**config.mk**
```make
export PLATFORM = sky130hd
export DESIGN_NAME = ttl_cache_oldest_replace_unit_flat
export DESIGN_NICKNAME = d
export VERILOG_FILES = /design/src/rtl/core/tcor_pkg.sv /design/src/rtl/core/tcor_ifs.sv /design/src/rtl/core/tcor_cell.sv /design/src/rtl/core/ttl_cache_oldest_replace_unit.sv /design/src/flat_wrapper.sv
export SDC_FILE = /design/constraint.sdc
export NUM_CORES = 2
export LEC_CHECK = 0
export ABC_AREA = 1
export BUFFER_PORTS_ARGS = -buffer_cell sky130_fd_sc_hd__buf_2
export CELL_PAD_IN_SITES_DETAIL_PLACEMENT = 0
export CELL_PAD_IN_SITES_GLOBAL_PLACEMENT = 1
export CORE_UTILIZATION = 55
export CTS_BUF_LIST = sky130_fd_sc_hd__clkbuf_8
export CTS_CLUSTER_DIAMETER = 150
export CTS_CLUSTER_SIZE = 28
export DETAILED_ROUTE_END_ITERATION = 7
export PLACE_DENSITY = 0.95
export SLEW_MARGIN = 20
export SYNTH_ARGS = -nofsm -noshare
export SYNTH_HDL_FRONTEND = slang
export SYNTH_SLANG_ARGS = --single-unit
```
**constraint.sdc**
```tcl
create_clock -name clk -period 14.75 [get_ports clk]
set_input_delay 0 -clock clk [delete_from_list [all_inputs] [get_ports clk]]
set_output_delay 0 -clock clk [all_outputs]
set_load 0.01 [all_outputs]
```
**src/rtl/core/tcor_pkg.sv**
```systemverilog
// ----------------------------------------------------------------------------
// tcor_pkg: shared types and constants of the TTL cache
// Operation codes, default sizes and the structs that travel between the
// top level and the row of slot cells.
// ----------------------------------------------------------------------------
package tcor_pkg;

	// Default sizes.
	localparam int SLOTS_DEF       = 8;
	localparam int MAX_ENTRIES_DEF = 255;

	// Reset value of the time-to-live register, in milliseconds.
	localparam logic [15:0] TTL_RESET = 16'd2000;

	// Operation codes.
	localparam logic [1:0] OP_FIND  = 2'd0;
	localparam logic [1:0] OP_PUT   = 2'd1;
	localparam logic [1:0] OP_INVAL = 2'd2;

	// Request broadcast to every cell while an item is at work.
	typedef struct packed {
		logic [1:0]  op;
		logic [31:0] key;
		logic [31:0] now_ms;
		logic [15:0] ttl_ms;
	} tcor_req_t;

	// Write of a put into the chosen slot.
	typedef struct packed {
		logic        we;
		logic [31:0] key;
		logic [31:0] payload;
		logic [7:0]  count;
		logic [31:0] now_ms;
	} tcor_wr_t;

	// Search state handed from cell to cell.
	typedef struct packed {
		logic        active;
		logic        match_found;
		logic        empty_found;
		logic        hit;
		logic [31:0] best_age;
		logic [31:0] payload;
		logic [7:0]  count;
	} tcor_tok_t;

endpackage

```
**src/rtl/core/tcor_ifs.sv**
```systemverilog
// ----------------------------------------------------------------------------
// tcor_ifs: channel interfaces of the TTL cache
// Request, response and configuration channels with valid/ready handshake.
// ----------------------------------------------------------------------------

// Request channel: one operation per item.
interface tcor_req_if;
	logic        valid;
	logic        ready;
	logic [1:0]  operation;
	logic [31:0] key;
	logic [31:0] payload;
	logic [7:0]  entries;
	logic [31:0] now_ms;

	modport source (output valid, operation, key, payload, entries, now_ms,
		input ready);
	modport sink (input valid, operation, key, payload, entries, now_ms,
		output ready);
endinterface

// Response channel: one result item per request item.
interface tcor_rsp_if;
	logic        valid;
	logic        ready;
	logic        hit;
	logic [2:0]  slot_index;
	logic [31:0] payload_out;
	logic [7:0]  count_out;

	modport source (output valid, hit, slot_index, payload_out, count_out,
		input ready);
	modport sink (input valid, hit, slot_index, payload_out, count_out,
		output ready);
endinterface

// Configuration write channel for the time-to-live register.
interface tcor_cfg_if;
	logic        valid;
	logic        ready;
	logic [15:0] ttl_ms;

	modport source (output valid, ttl_ms, input ready);
	modport sink (input valid, ttl_ms, output ready);
endinterface

```
**src/rtl/core/tcor_cell.sv**
```systemverilog
// ----------------------------------------------------------------------------
// tcor_cell: one cache slot of the cell row
// Holds one slot, checks the passing search state against it and hands the
// updated search state to the next cell through a register.
// ----------------------------------------------------------------------------
module tcor_cell import tcor_pkg::*; #(
	parameter int SLOTS = SLOTS_DEF,
	parameter int IDX   = 0,
	localparam int IW   = (SLOTS > 1) ? $clog2(SLOTS) : 1
) (
	input  logic            clk,
	input  logic            arst_n,
	input  tcor_req_t       req,
	input  tcor_wr_t        wr,
	input  logic [IW-1:0]   wr_idx,
	input  tcor_tok_t       tok_in,
	input  logic [IW-1:0]   mi_in,
	input  logic [IW-1:0]   ei_in,
	input  logic [IW-1:0]   bi_in,
	output tcor_tok_t       tok_q,
	output logic [IW-1:0]   mi_q,
	output logic [IW-1:0]   ei_q,
	output logic [IW-1:0]   bi_q
);

	localparam logic [IW-1:0] ME = IW'(IDX);

	logic        valid_q;
	logic [31:0] key_q;
	logic [31:0] time_q;
	logic [31:0] payload_q;
	logic [7:0]  count_q;

	logic [31:0]   age;
	logic          op_known;
	logic          match;
	logic          first;
	logic          expired;
	logic          clr;
	logic          wsel;
	tcor_tok_t     nxt;
	logic [IW-1:0] mi_d;
	logic [IW-1:0] ei_d;
	logic [IW-1:0] bi_d;

	// Match and age of this slot against the request.
	assign age      = req.now_ms - time_q;
	assign expired  = age > {16'd0, req.ttl_ms};
	assign op_known = req.op inside {OP_FIND, OP_PUT, OP_INVAL};
	assign match    = tok_in.active && op_known && valid_q && (key_q == req.key);
	assign first    = match && !tok_in.match_found;
	assign clr      = match && ((req.op == OP_INVAL) ||
		((req.op == OP_FIND) && first && expired));
	assign wsel     = wr.we && (wr_idx == ME);

	// Update of the search state as it passes this slot.
	always_comb begin
		nxt  = tok_in;
		mi_d = mi_in;
		ei_d = ei_in;
		bi_d = bi_in;
		// Invalidate reports the last match, the others the first one.
		if (match && (!tok_in.match_found || req.op == OP_INVAL)) begin
			nxt.match_found = 1'b1;
			mi_d            = ME;
		end
		if (first && req.op == OP_FIND && !expired) begin
			nxt.hit     = 1'b1;
			nxt.payload = payload_q;
			nxt.count   = count_q;
		end
		if (tok_in.active && !valid_q && !tok_in.empty_found) begin
			nxt.empty_found = 1'b1;
			ei_d            = ME;
		end
		// Oldest slot; the lowest index wins a tie.
		if (tok_in.active && (IDX == 0 || age > tok_in.best_age)) begin
			nxt.best_age = age;
			bi_d         = ME;
		end
	end

	// Valid bit and the hand-off register of the search state.
	always_ff @(posedge clk or negedge arst_n) begin
		if (!arst_n) begin
			valid_q <= 1'b0;
			tok_q   <= '0;
		end else begin
			tok_q <= nxt;
			if (wsel) begin
				valid_q <= 1'b1;
			end else if (clr) begin
				valid_q <= 1'b0;
			end
		end
	end

	// Slot contents and the indices carried along with the search state.
	always_ff @(posedge clk) begin
		mi_q <= mi_d;
		ei_q <= ei_d;
		bi_q <= bi_d;
		if (wsel) begin
			key_q     <= wr.key;
			payload_q <= wr.payload;
			count_q   <= wr.count;
			time_q    <= wr.now_ms;
		end
	end

endmodule

```
**src/rtl/core/ttl_cache_oldest_replace_unit.sv**
```systemverilog
// ----------------------------------------------------------------------------
// ttl_cache_oldest_replace_unit: fully associative cache with time-to-live
// Top level: request capture, the row of slot cells, put write-back and the
// response register.
// ----------------------------------------------------------------------------
// Each item (find, put or invalidate) is captured at acceptance; its search
// state then walks down the row of slot cells, registered in each cell. As it
// leaves the last cell the put is committed and the result captured, and the
// result is loaded into the response register once that register is free.
// One item is at work at a time; the request side is ready again once the
// response register is loaded, so a new item is never accepted before the
// last one has reached the response register. The next request is taken
// even while the previous response still waits to be taken; that next item
// then holds after its commit until the response register is free. Finds
// hit only on a match no older than ttl_ms; an expired match is dropped. A
// put replaces a matching slot, else the first empty slot, else the oldest
// one. The slot valid bits clear at reset; no clearing pass is needed.
module ttl_cache_oldest_replace_unit import tcor_pkg::*; #(
	parameter int SLOTS       = SLOTS_DEF,
	parameter int MAX_ENTRIES = MAX_ENTRIES_DEF
) (
	input logic      clk,
	input logic      arst_n,
	tcor_req_if.sink   req,
	tcor_rsp_if.source rsp,
	tcor_cfg_if.sink   cfg
);

	localparam int IW = (SLOTS > 1) ? $clog2(SLOTS) : 1;

	typedef enum logic [1:0] {S_IDLE, S_SWEEP, S_DONE} state_t;

	state_t      state_q;
	logic        start_q;
	logic [15:0] ttl_q;
	logic [1:0]  op_q;
	logic [31:0] key_q;
	logic [31:0] payload_q;
	logic [7:0]  count_q;
	logic [31:0] now_q;

	logic        res_hit_q;
	logic [2:0]  res_idx_q;
	logic [31:0] res_payload_q;
	logic [7:0]  res_count_q;

	logic        out_valid_q;
	logic        out_hit_q;
	logic [2:0]  out_idx_q;
	logic [31:0] out_payload_q;
	logic [7:0]  out_count_q;

	tcor_req_t     req_b;
	tcor_wr_t      wr;
	logic [IW-1:0] wr_idx;
	tcor_tok_t     link [SLOTS+1];
	logic [IW-1:0] mi   [SLOTS+1];
	logic [IW-1:0] ei   [SLOTS+1];
	logic [IW-1:0] bi   [SLOTS+1];
	logic [SLOTS:0] act;
	logic          accept;
	logic          commit;
	logic          out_free;
	tcor_tok_t     fin;

	assign req.ready = (state_q == S_IDLE);
	assign accept    = req.valid && req.ready;
	assign cfg.ready = 1'b1;
	assign out_free  = !out_valid_q || rsp.ready;

	assign rsp.valid       = out_valid_q;
	assign rsp.hit         = out_hit_q;
	assign rsp.slot_index  = out_idx_q;
	assign rsp.payload_out = out_payload_q;
	assign rsp.count_out   = out_count_q;

	// Request seen by every cell.
	assign req_b = '{op: op_q, key: key_q, now_ms: now_q, ttl_ms: ttl_q};

	// Fresh search state entering the first cell.
	assign link[0] = '{active: start_q, match_found: 1'b0, empty_found: 1'b0,
		hit: 1'b0, best_age: 32'd0, payload: 32'd0, count: 8'd0};
	assign mi[0] = '0;
	assign ei[0] = '0;
	assign bi[0] = '0;

	// Row of slot cells.
	for (genvar i = 0; i < SLOTS; i++) begin : g_cell
		tcor_cell #(.SLOTS(SLOTS), .IDX(i)) u_cell (
			.clk    (clk),
			.arst_n (arst_n),
			.req    (req_b),
			.wr     (wr),
			.wr_idx (wr_idx),
			.tok_in (link[i]),
			.mi_in  (mi[i]),
			.ei_in  (ei[i]),
			.bi_in  (bi[i]),
			.tok_q  (link[i+1]),
			.mi_q   (mi[i+1]),
			.ei_q   (ei[i+1]),
			.bi_q   (bi[i+1])
		);
	end

	for (genvar i = 0; i <= SLOTS; i++) begin : g_act
		assign act[i] = link[i].active;
	end

	// Search state leaving the last cell, and the put target it selects.
	assign fin    = link[SLOTS];
	assign commit = fin.active;
	always_comb begin
		if (fin.match_found) begin
			wr_idx = mi[SLOTS];
		end else if (fin.empty_found) begin
			wr_idx = ei[SLOTS];
		end else begin
			wr_idx = bi[SLOTS];
		end
	end
	assign wr = '{we: commit && (op_q == OP_PUT), key: key_q, payload: payload_q,
		count: count_q, now_ms: now_q};

	// Configuration register.
	always_ff @(posedge clk or negedge arst_n) begin
		if (!arst_n) begin
			ttl_q <= TTL_RESET;
		end else if (cfg.valid && cfg.ready) begin
			ttl_q <= cfg.ttl_ms;
		end
	end

	// Sequencer and response register.
	always_ff @(posedge clk or negedge arst_n) begin
		if (!arst_n) begin
			state_q     <= S_IDLE;
			start_q     <= 1'b0;
			out_valid_q <= 1'b0;
		end else begin
			start_q <= accept;
			if (state_q == S_DONE && out_free) begin
				out_valid_q <= 1'b1;
			end else if (rsp.ready) begin
				out_valid_q <= 1'b0;
			end
			case (state_q)
				S_IDLE: begin
					if (accept) begin
						state_q <= S_SWEEP;
					end
				end
				S_SWEEP: begin
					if (commit) begin
						state_q <= S_DONE;
					end
				end
				S_DONE: begin
					if (out_free) begin
						state_q <= S_IDLE;
					end
				end
				default: begin
					state_q <= S_IDLE;
				end
			endcase
		end
	end

	// Captured request, result and response payload.
	always_ff @(posedge clk) begin
		if (accept) begin
			op_q      <= req.operation;
			key_q     <= req.key;
			payload_q <= req.payload;
			now_q     <= req.now_ms;
			count_q   <= ({24'd0, req.entries} > MAX_ENTRIES) ?
				8'(MAX_ENTRIES) : req.entries;
		end
		if (commit) begin
			res_hit_q     <= fin.hit && (op_q == OP_FIND);
			res_idx_q     <= (op_q == OP_PUT) ? 3'(wr_idx) : 3'(mi[SLOTS]);
			res_payload_q <= fin.payload;
			res_count_q   <= fin.count;
		end
		if (state_q == S_DONE && out_free) begin
			out_hit_q     <= res_hit_q;
			out_idx_q     <= res_idx_q;
			out_payload_q <= res_payload_q;
			out_count_q   <= res_count_q;
		end
	end

	// At most one item is in the cell row at any time.
	a_one_item: assert property (@(posedge clk) disable iff (!arst_n)
		$onehot0(act))
		else $error("more than one item in the cell row");

	// The search state leaves the row only while the sequencer sweeps.
	a_commit_in_sweep: assert property (@(posedge clk) disable iff (!arst_n)
		commit |-> state_q == S_SWEEP)
		else $error("commit outside of a sweep");

	// An accepted request starts a sweep in the next cycle.
	a_accept_starts: assert property (@(posedge clk) disable iff (!arst_n)
		accept |=> start_q && state_q == S_SWEEP)
		else $error("accepted item did not start a sweep");

endmodule
```
**src/flat_wrapper.sv**
```systemverilog
// flat-port wrapper written by rule: the top's interface ports become plain ports
module ttl_cache_oldest_replace_unit_flat import tcor_pkg::*;
#(
	parameter int SLOTS       = SLOTS_DEF,
	parameter int MAX_ENTRIES = MAX_ENTRIES_DEF
)
  (clk, arst_n, req_valid, req_operation, req_key, req_payload, req_entries, req_now_ms, req_ready, rsp_valid, rsp_hit, rsp_slot_index, rsp_payload_out, rsp_count_out, rsp_ready, cfg_valid, cfg_ttl_ms, cfg_ready);
  tcor_req_if req_i ();
  tcor_rsp_if rsp_i ();
  tcor_cfg_if cfg_i ();
  input logic clk;
  input logic arst_n;
  input wire logic [$bits(req_i.valid)-1:0] req_valid;
  input wire logic [$bits(req_i.operation)-1:0] req_operation;
  input wire logic [$bits(req_i.key)-1:0] req_key;
  input wire logic [$bits(req_i.payload)-1:0] req_payload;
  input wire logic [$bits(req_i.entries)-1:0] req_entries;
  input wire logic [$bits(req_i.now_ms)-1:0] req_now_ms;
  output wire logic [$bits(req_i.ready)-1:0] req_ready;
  output wire logic [$bits(rsp_i.valid)-1:0] rsp_valid;
  output wire logic [$bits(rsp_i.hit)-1:0] rsp_hit;
  output wire logic [$bits(rsp_i.slot_index)-1:0] rsp_slot_index;
  output wire logic [$bits(rsp_i.payload_out)-1:0] rsp_payload_out;
  output wire logic [$bits(rsp_i.count_out)-1:0] rsp_count_out;
  input wire logic [$bits(rsp_i.ready)-1:0] rsp_ready;
  input wire logic [$bits(cfg_i.valid)-1:0] cfg_valid;
  input wire logic [$bits(cfg_i.ttl_ms)-1:0] cfg_ttl_ms;
  output wire logic [$bits(cfg_i.ready)-1:0] cfg_ready;
  assign req_i.valid = req_valid;
  assign req_i.operation = req_operation;
  assign req_i.key = req_key;
  assign req_i.payload = req_payload;
  assign req_i.entries = req_entries;
  assign req_i.now_ms = req_now_ms;
  assign req_ready = req_i.ready;
  assign rsp_valid = rsp_i.valid;
  assign rsp_hit = rsp_i.hit;
  assign rsp_slot_index = rsp_i.slot_index;
  assign rsp_payload_out = rsp_i.payload_out;
  assign rsp_count_out = rsp_i.count_out;
  assign rsp_i.ready = rsp_ready;
  assign cfg_i.valid = cfg_valid;
  assign cfg_i.ttl_ms = cfg_ttl_ms;
  assign cfg_ready = cfg_i.ready;
  ttl_cache_oldest_replace_unit #(.SLOTS(SLOTS), .MAX_ENTRIES(MAX_ENTRIES)) u_core (.clk(clk), .arst_n(arst_n), .req(req_i), .rsp(rsp_i), .cfg(cfg_i));
endmodule
```
==> summary.md <==
| Metric | Value |
|---|---|
| CP Launch Type | `flop` |
| Worst setup margin | `8458 ps` |
| Number of buffers created by CTS | `70` |
| # rows | `148` |
| Leakage | `46.92 nW` |
| Final min period | `6292 ps` |
| First-pass detailed-route iteration total | `6` |
| Post-synth top cells | `2970 x nand2_1, 1564 x inv_1, 1026 x edfxtp_1` |
| DPL Wire Length | `197600 um` |
| Slew Limit Fails | `0` |
| Nets@finish | `11.27k` |
| Max cap viols | `0` |
| Top post-synthesis cells by area | `edfxtp_1 34%, dfrtp_1 17%, nand2_1 12%` |
| Core footprint | `162600 um2` |
| Worst Path Required | `15560 ps` |
| Total number of vias | `72.29k` |
| Initial core utilization | `55.34%` |
| Crit Path Category | `flop to flop` |
| Main flop type after synthesis | `edfxtp_1` |
| Routability Congestion | `1.001` |
| Post-detailed-route count of antenna-violating nets | `0` |
| TritonCTS Sinks | `1681` |
| CTS root buffer | `clkbuf_8` |
| Relative slew slack | `24.10%` |
| Final period utilization | `42.66%` |
| Syn Inst Count | `10.11k` |
| CTS tree | `built` |
| First-pass GRT wire length | `422200 um` |
| Total Routed Length | `283300 um` |
| Sequential share of the synthesized area | `52.19%` |
| Boundary Pins | `174` |
| RSZ-0062 raised after global routing | `false` |
| Port Buffers | `172` |
| Gr usage total | `34.10%` |
| Setup bufs post-CTS | `0` |
| Synthesized area per cell | `8.902 um2` |
| Final setup viols | `0` |
| Outcome | `completed` |
| Crit path DAT | `7100 ps` |
| DRC | `0` |
| Largest net degree at the start of global routing | `171` |
| Clk Latency, worst-skew pair | `930 ps` |
| Worst Tran Pin Value | `1138 ps` |
| Netlist cell types | `61` |
| Drt wl/cell | `22.17 um` |
| Dominant cell type by area after synthesis | `edfxtp_1` |
| Full die area | `165200 um2` |
| Vias/cell | `5.658` |
| Clock Tree Buf Depth | `3` |
| PwrDens | `136.1 nW/um2` |
| Reg clk slew, reported paths | `200 ps` |
| Die height | `406.5 um` |
| Iteration-0 DRC Markers | `7604` |
| Area share of the leading cell type in the synthesized netlist | `34.24%` |
| Number of synthesized flops with an enable pin | `1026` |
| Peak supply drop | `0.1044 mV` |
| Post-Route Skew | `99.10 ps` |
| Die W | `406.5 um` |
| Remaining Overflow, GRT | `0` |
| Fmax | `0.1589 GHz` |
| Mapped cell area | `89970 um2` |
| Layout cell share with drive strength beyond 1 | `5.134%` |
| CP Max Fanout | `33` |
| Setup crit end kind | `flop` |
| Post-CTS sizing | `0` |
| Vias in the first global route | `69.63k` |
| Fin Setup TNS | `0 ps` |
| Initial antenna violation count | `12` |
| Dpl ws | `9063 ps` |
| Synth Warn # | `0` |
| Synth Register Bits | `1681` |
| Post-synth ARST share | `35.93%` |
| Fin. Hold Viols | `0` |
| Most common cell in the netlist | `nand2_1` |
| Hold Crit Class | `primary input to flop` |
| P&R area growth vs syn | `8.614%` |
| H-tree depth | `3` |
| Net Count, Synth | `10.84k` |
cells by family (layout without fill, tap and decap cells):
group	after synthesis	count (layout)	share of synthesized area, %
AOI/OAI and AO/OA	853	853	5.884
xor gates and xnor gates	265	265	2.580
adders and majority gates	601	601	8.425
buffers and inverters	1819	2308	8.052
DFF	1681	1681	52.19
muxes	1	1	0.01251
other	1	7	0.004168
and+or+nand+nor	4886	4886	22.86
placed cells by master, fill, tap and decap left out, types with 6 or more instances in the layout:
master	instances
nand2_1	2970
inv_1	1608
edfxtp_1	1026
nor2_1	698
nand3_1	637
dfrtp_1	597
ha_1	593
a21oi_1	366
dlygate4sd3_1	281
xor2_1	205
nand4_1	195
o21ai_0	179
buf_2	171
o2111ai_1	165
nor3_1	128
buf_4	124
clkbuf_8	72
nor4_1	67
xnor2_1	60
dfxtp_1	51
o21bai_1	49
or2_2	45
nand3b_1	40
inv_2	28
o21a_1	23
nor3b_1	20
nor2_4	20
a21o_1	19
nor2_2	15
nand2_2	10
fa_1	8
and2_1	7
o221ai_1	7
o22ai_1	7
nor4b_1	7
diode_2	6
clkinv_1	6
nand3_2	6
dfstp_2	6
area by class of cell:
| type | instances | area (um2) |
|---|---|---|
| clock buffers | 72 | 991.0 |
| clock inverters | 57 | 320.3 |
| diodes | 6 | 15.01 |
| repair buffers | 583 | 4748 |
| multi-input cells | 6607 | 35980 |
| well taps | 2175 | 2721 |
| inverters | 1596 | 5991 |
| flip-flops and latches | 1681 | 46950 |
| fillers | 14054 | 64860 |
critical path, cell delays in order (launching register included):
cell	delay, ps
edfxtp_1	530
inv_1	300
ha_1	210
inv_1	100
fa_1	550
nand3_1	130
nand3_1	220
nand2_1	120
nand3_1	190
nand2_1	150
nand4_1	100
nand2_1	150
inv_1	70
ha_1	270
nand2_1	40
nor3_1	340
nor3b_1	300
nand4_1	160
nand2_1	110
clkinv_1	830
nand2_2	1060
nand2_1	150
nand2_1	130
report_power, final:
part	internal [mW]	leakage, nW	switching [mW]	total, mW
combinational	1.62	28.2	3.68	5.30
clock	0.498	0.830	1.44	1.94
sequential	5.63	17.9	0.434	6.06
total	7.75	46.9	5.55	13.3
registers in the layout, summed over array words and instances, names as in the netlist, 2 cells and up:
register,flops
u_core.rsp.count_out,8
u_core.g_cell.u_cell.time_q,256
u_core.op_q,2
u_core.res_count_q,8
u_core.g_cell.u_cell.key_q,256
u_core.res_idx_q,3
u_core.g_cell.u_cell.count_q,64
u_core.rsp.payload_out,32
u_core.rsp.slot_index,3
u_core.g_cell.u_cell.tok_q,576
u_core.key_q,32
u_core.g_cell.u_cell.mi_q,17
u_core.state_q,2
u_core.ttl_q,16
u_core.g_cell.u_cell.payload_q,256
u_core.g_cell.u_cell.bi_q,17
u_core.payload_q,32
u_core.res_payload_q,32
u_core.count_q,8
u_core.g_cell.u_cell.valid_q,8
u_core.g_cell.u_cell.ei_q,17
u_core.now_q,32
stage by stage:
step | hold WS, ps | utilization (%) | total power [mW] | std cells | area, um2
global placement | 123.6 | 57.51 | 11.11 | 12358 | 93500
global route | 211.2 | 60.10 | 14.09 | 12774 | 97720
CTS | 64.28 | 60.06 | 13.21 | 12769 | 97650
finish | 240.9 | 60.11 | 13.30 | 12777 | 97720
detailed placement | 126.0 | 57.51 | 11.26 | 12358 | 93500
floorplan | -295.6 | - | 9.475 | 10107 | 89970
timing repair:
| item | 4_1_cts | 5_1_grt |
|---|---|---|
| endpoints found under the setup margin | 0 | 0 |
| hold buffers | 282 | 0 |
| endpoints found under the hold margin | 403 | 0 |
worst paths after layout:
path | start | end | slack, ps | cells past startpoint
setup / recovery | u_core.now_q[0] | u_core.g_cell[1].u_cell.tok_q[45] | 8460 | 22
hold / removal | cfg_valid | u_core.ttl_q[2] | 240 | 3
max in group asynchronous | arst_n | u_core.g_cell[4].u_cell.valid_q | 11930 | 6
min in group asynchronous | arst_n | u_core.g_cell[7].u_cell.tok_q[3] | 360 | 4
setup reg to reg | u_core.now_q[0] | u_core.g_cell[1].u_cell.tok_q[45] | 8460 | 22
hold reg to reg | u_core.g_cell[4].u_cell.bi_q[2] | u_core.g_cell[5].u_cell.bi_q[2] | 400 | 2
routing by layer:
layer | track usage, % | share of wire (%) | wire length [um]
met5 | 0 | 0.0046 | 13
met4 | 14.27 | 4.7 | 13260
met3 | 5.054 | 8.1 | 22820
met2 | 54.52 | 45 | 128300
met1 | 46.55 | 42 | 118900
Note: power is estimated with default switching activity, not from simulation.
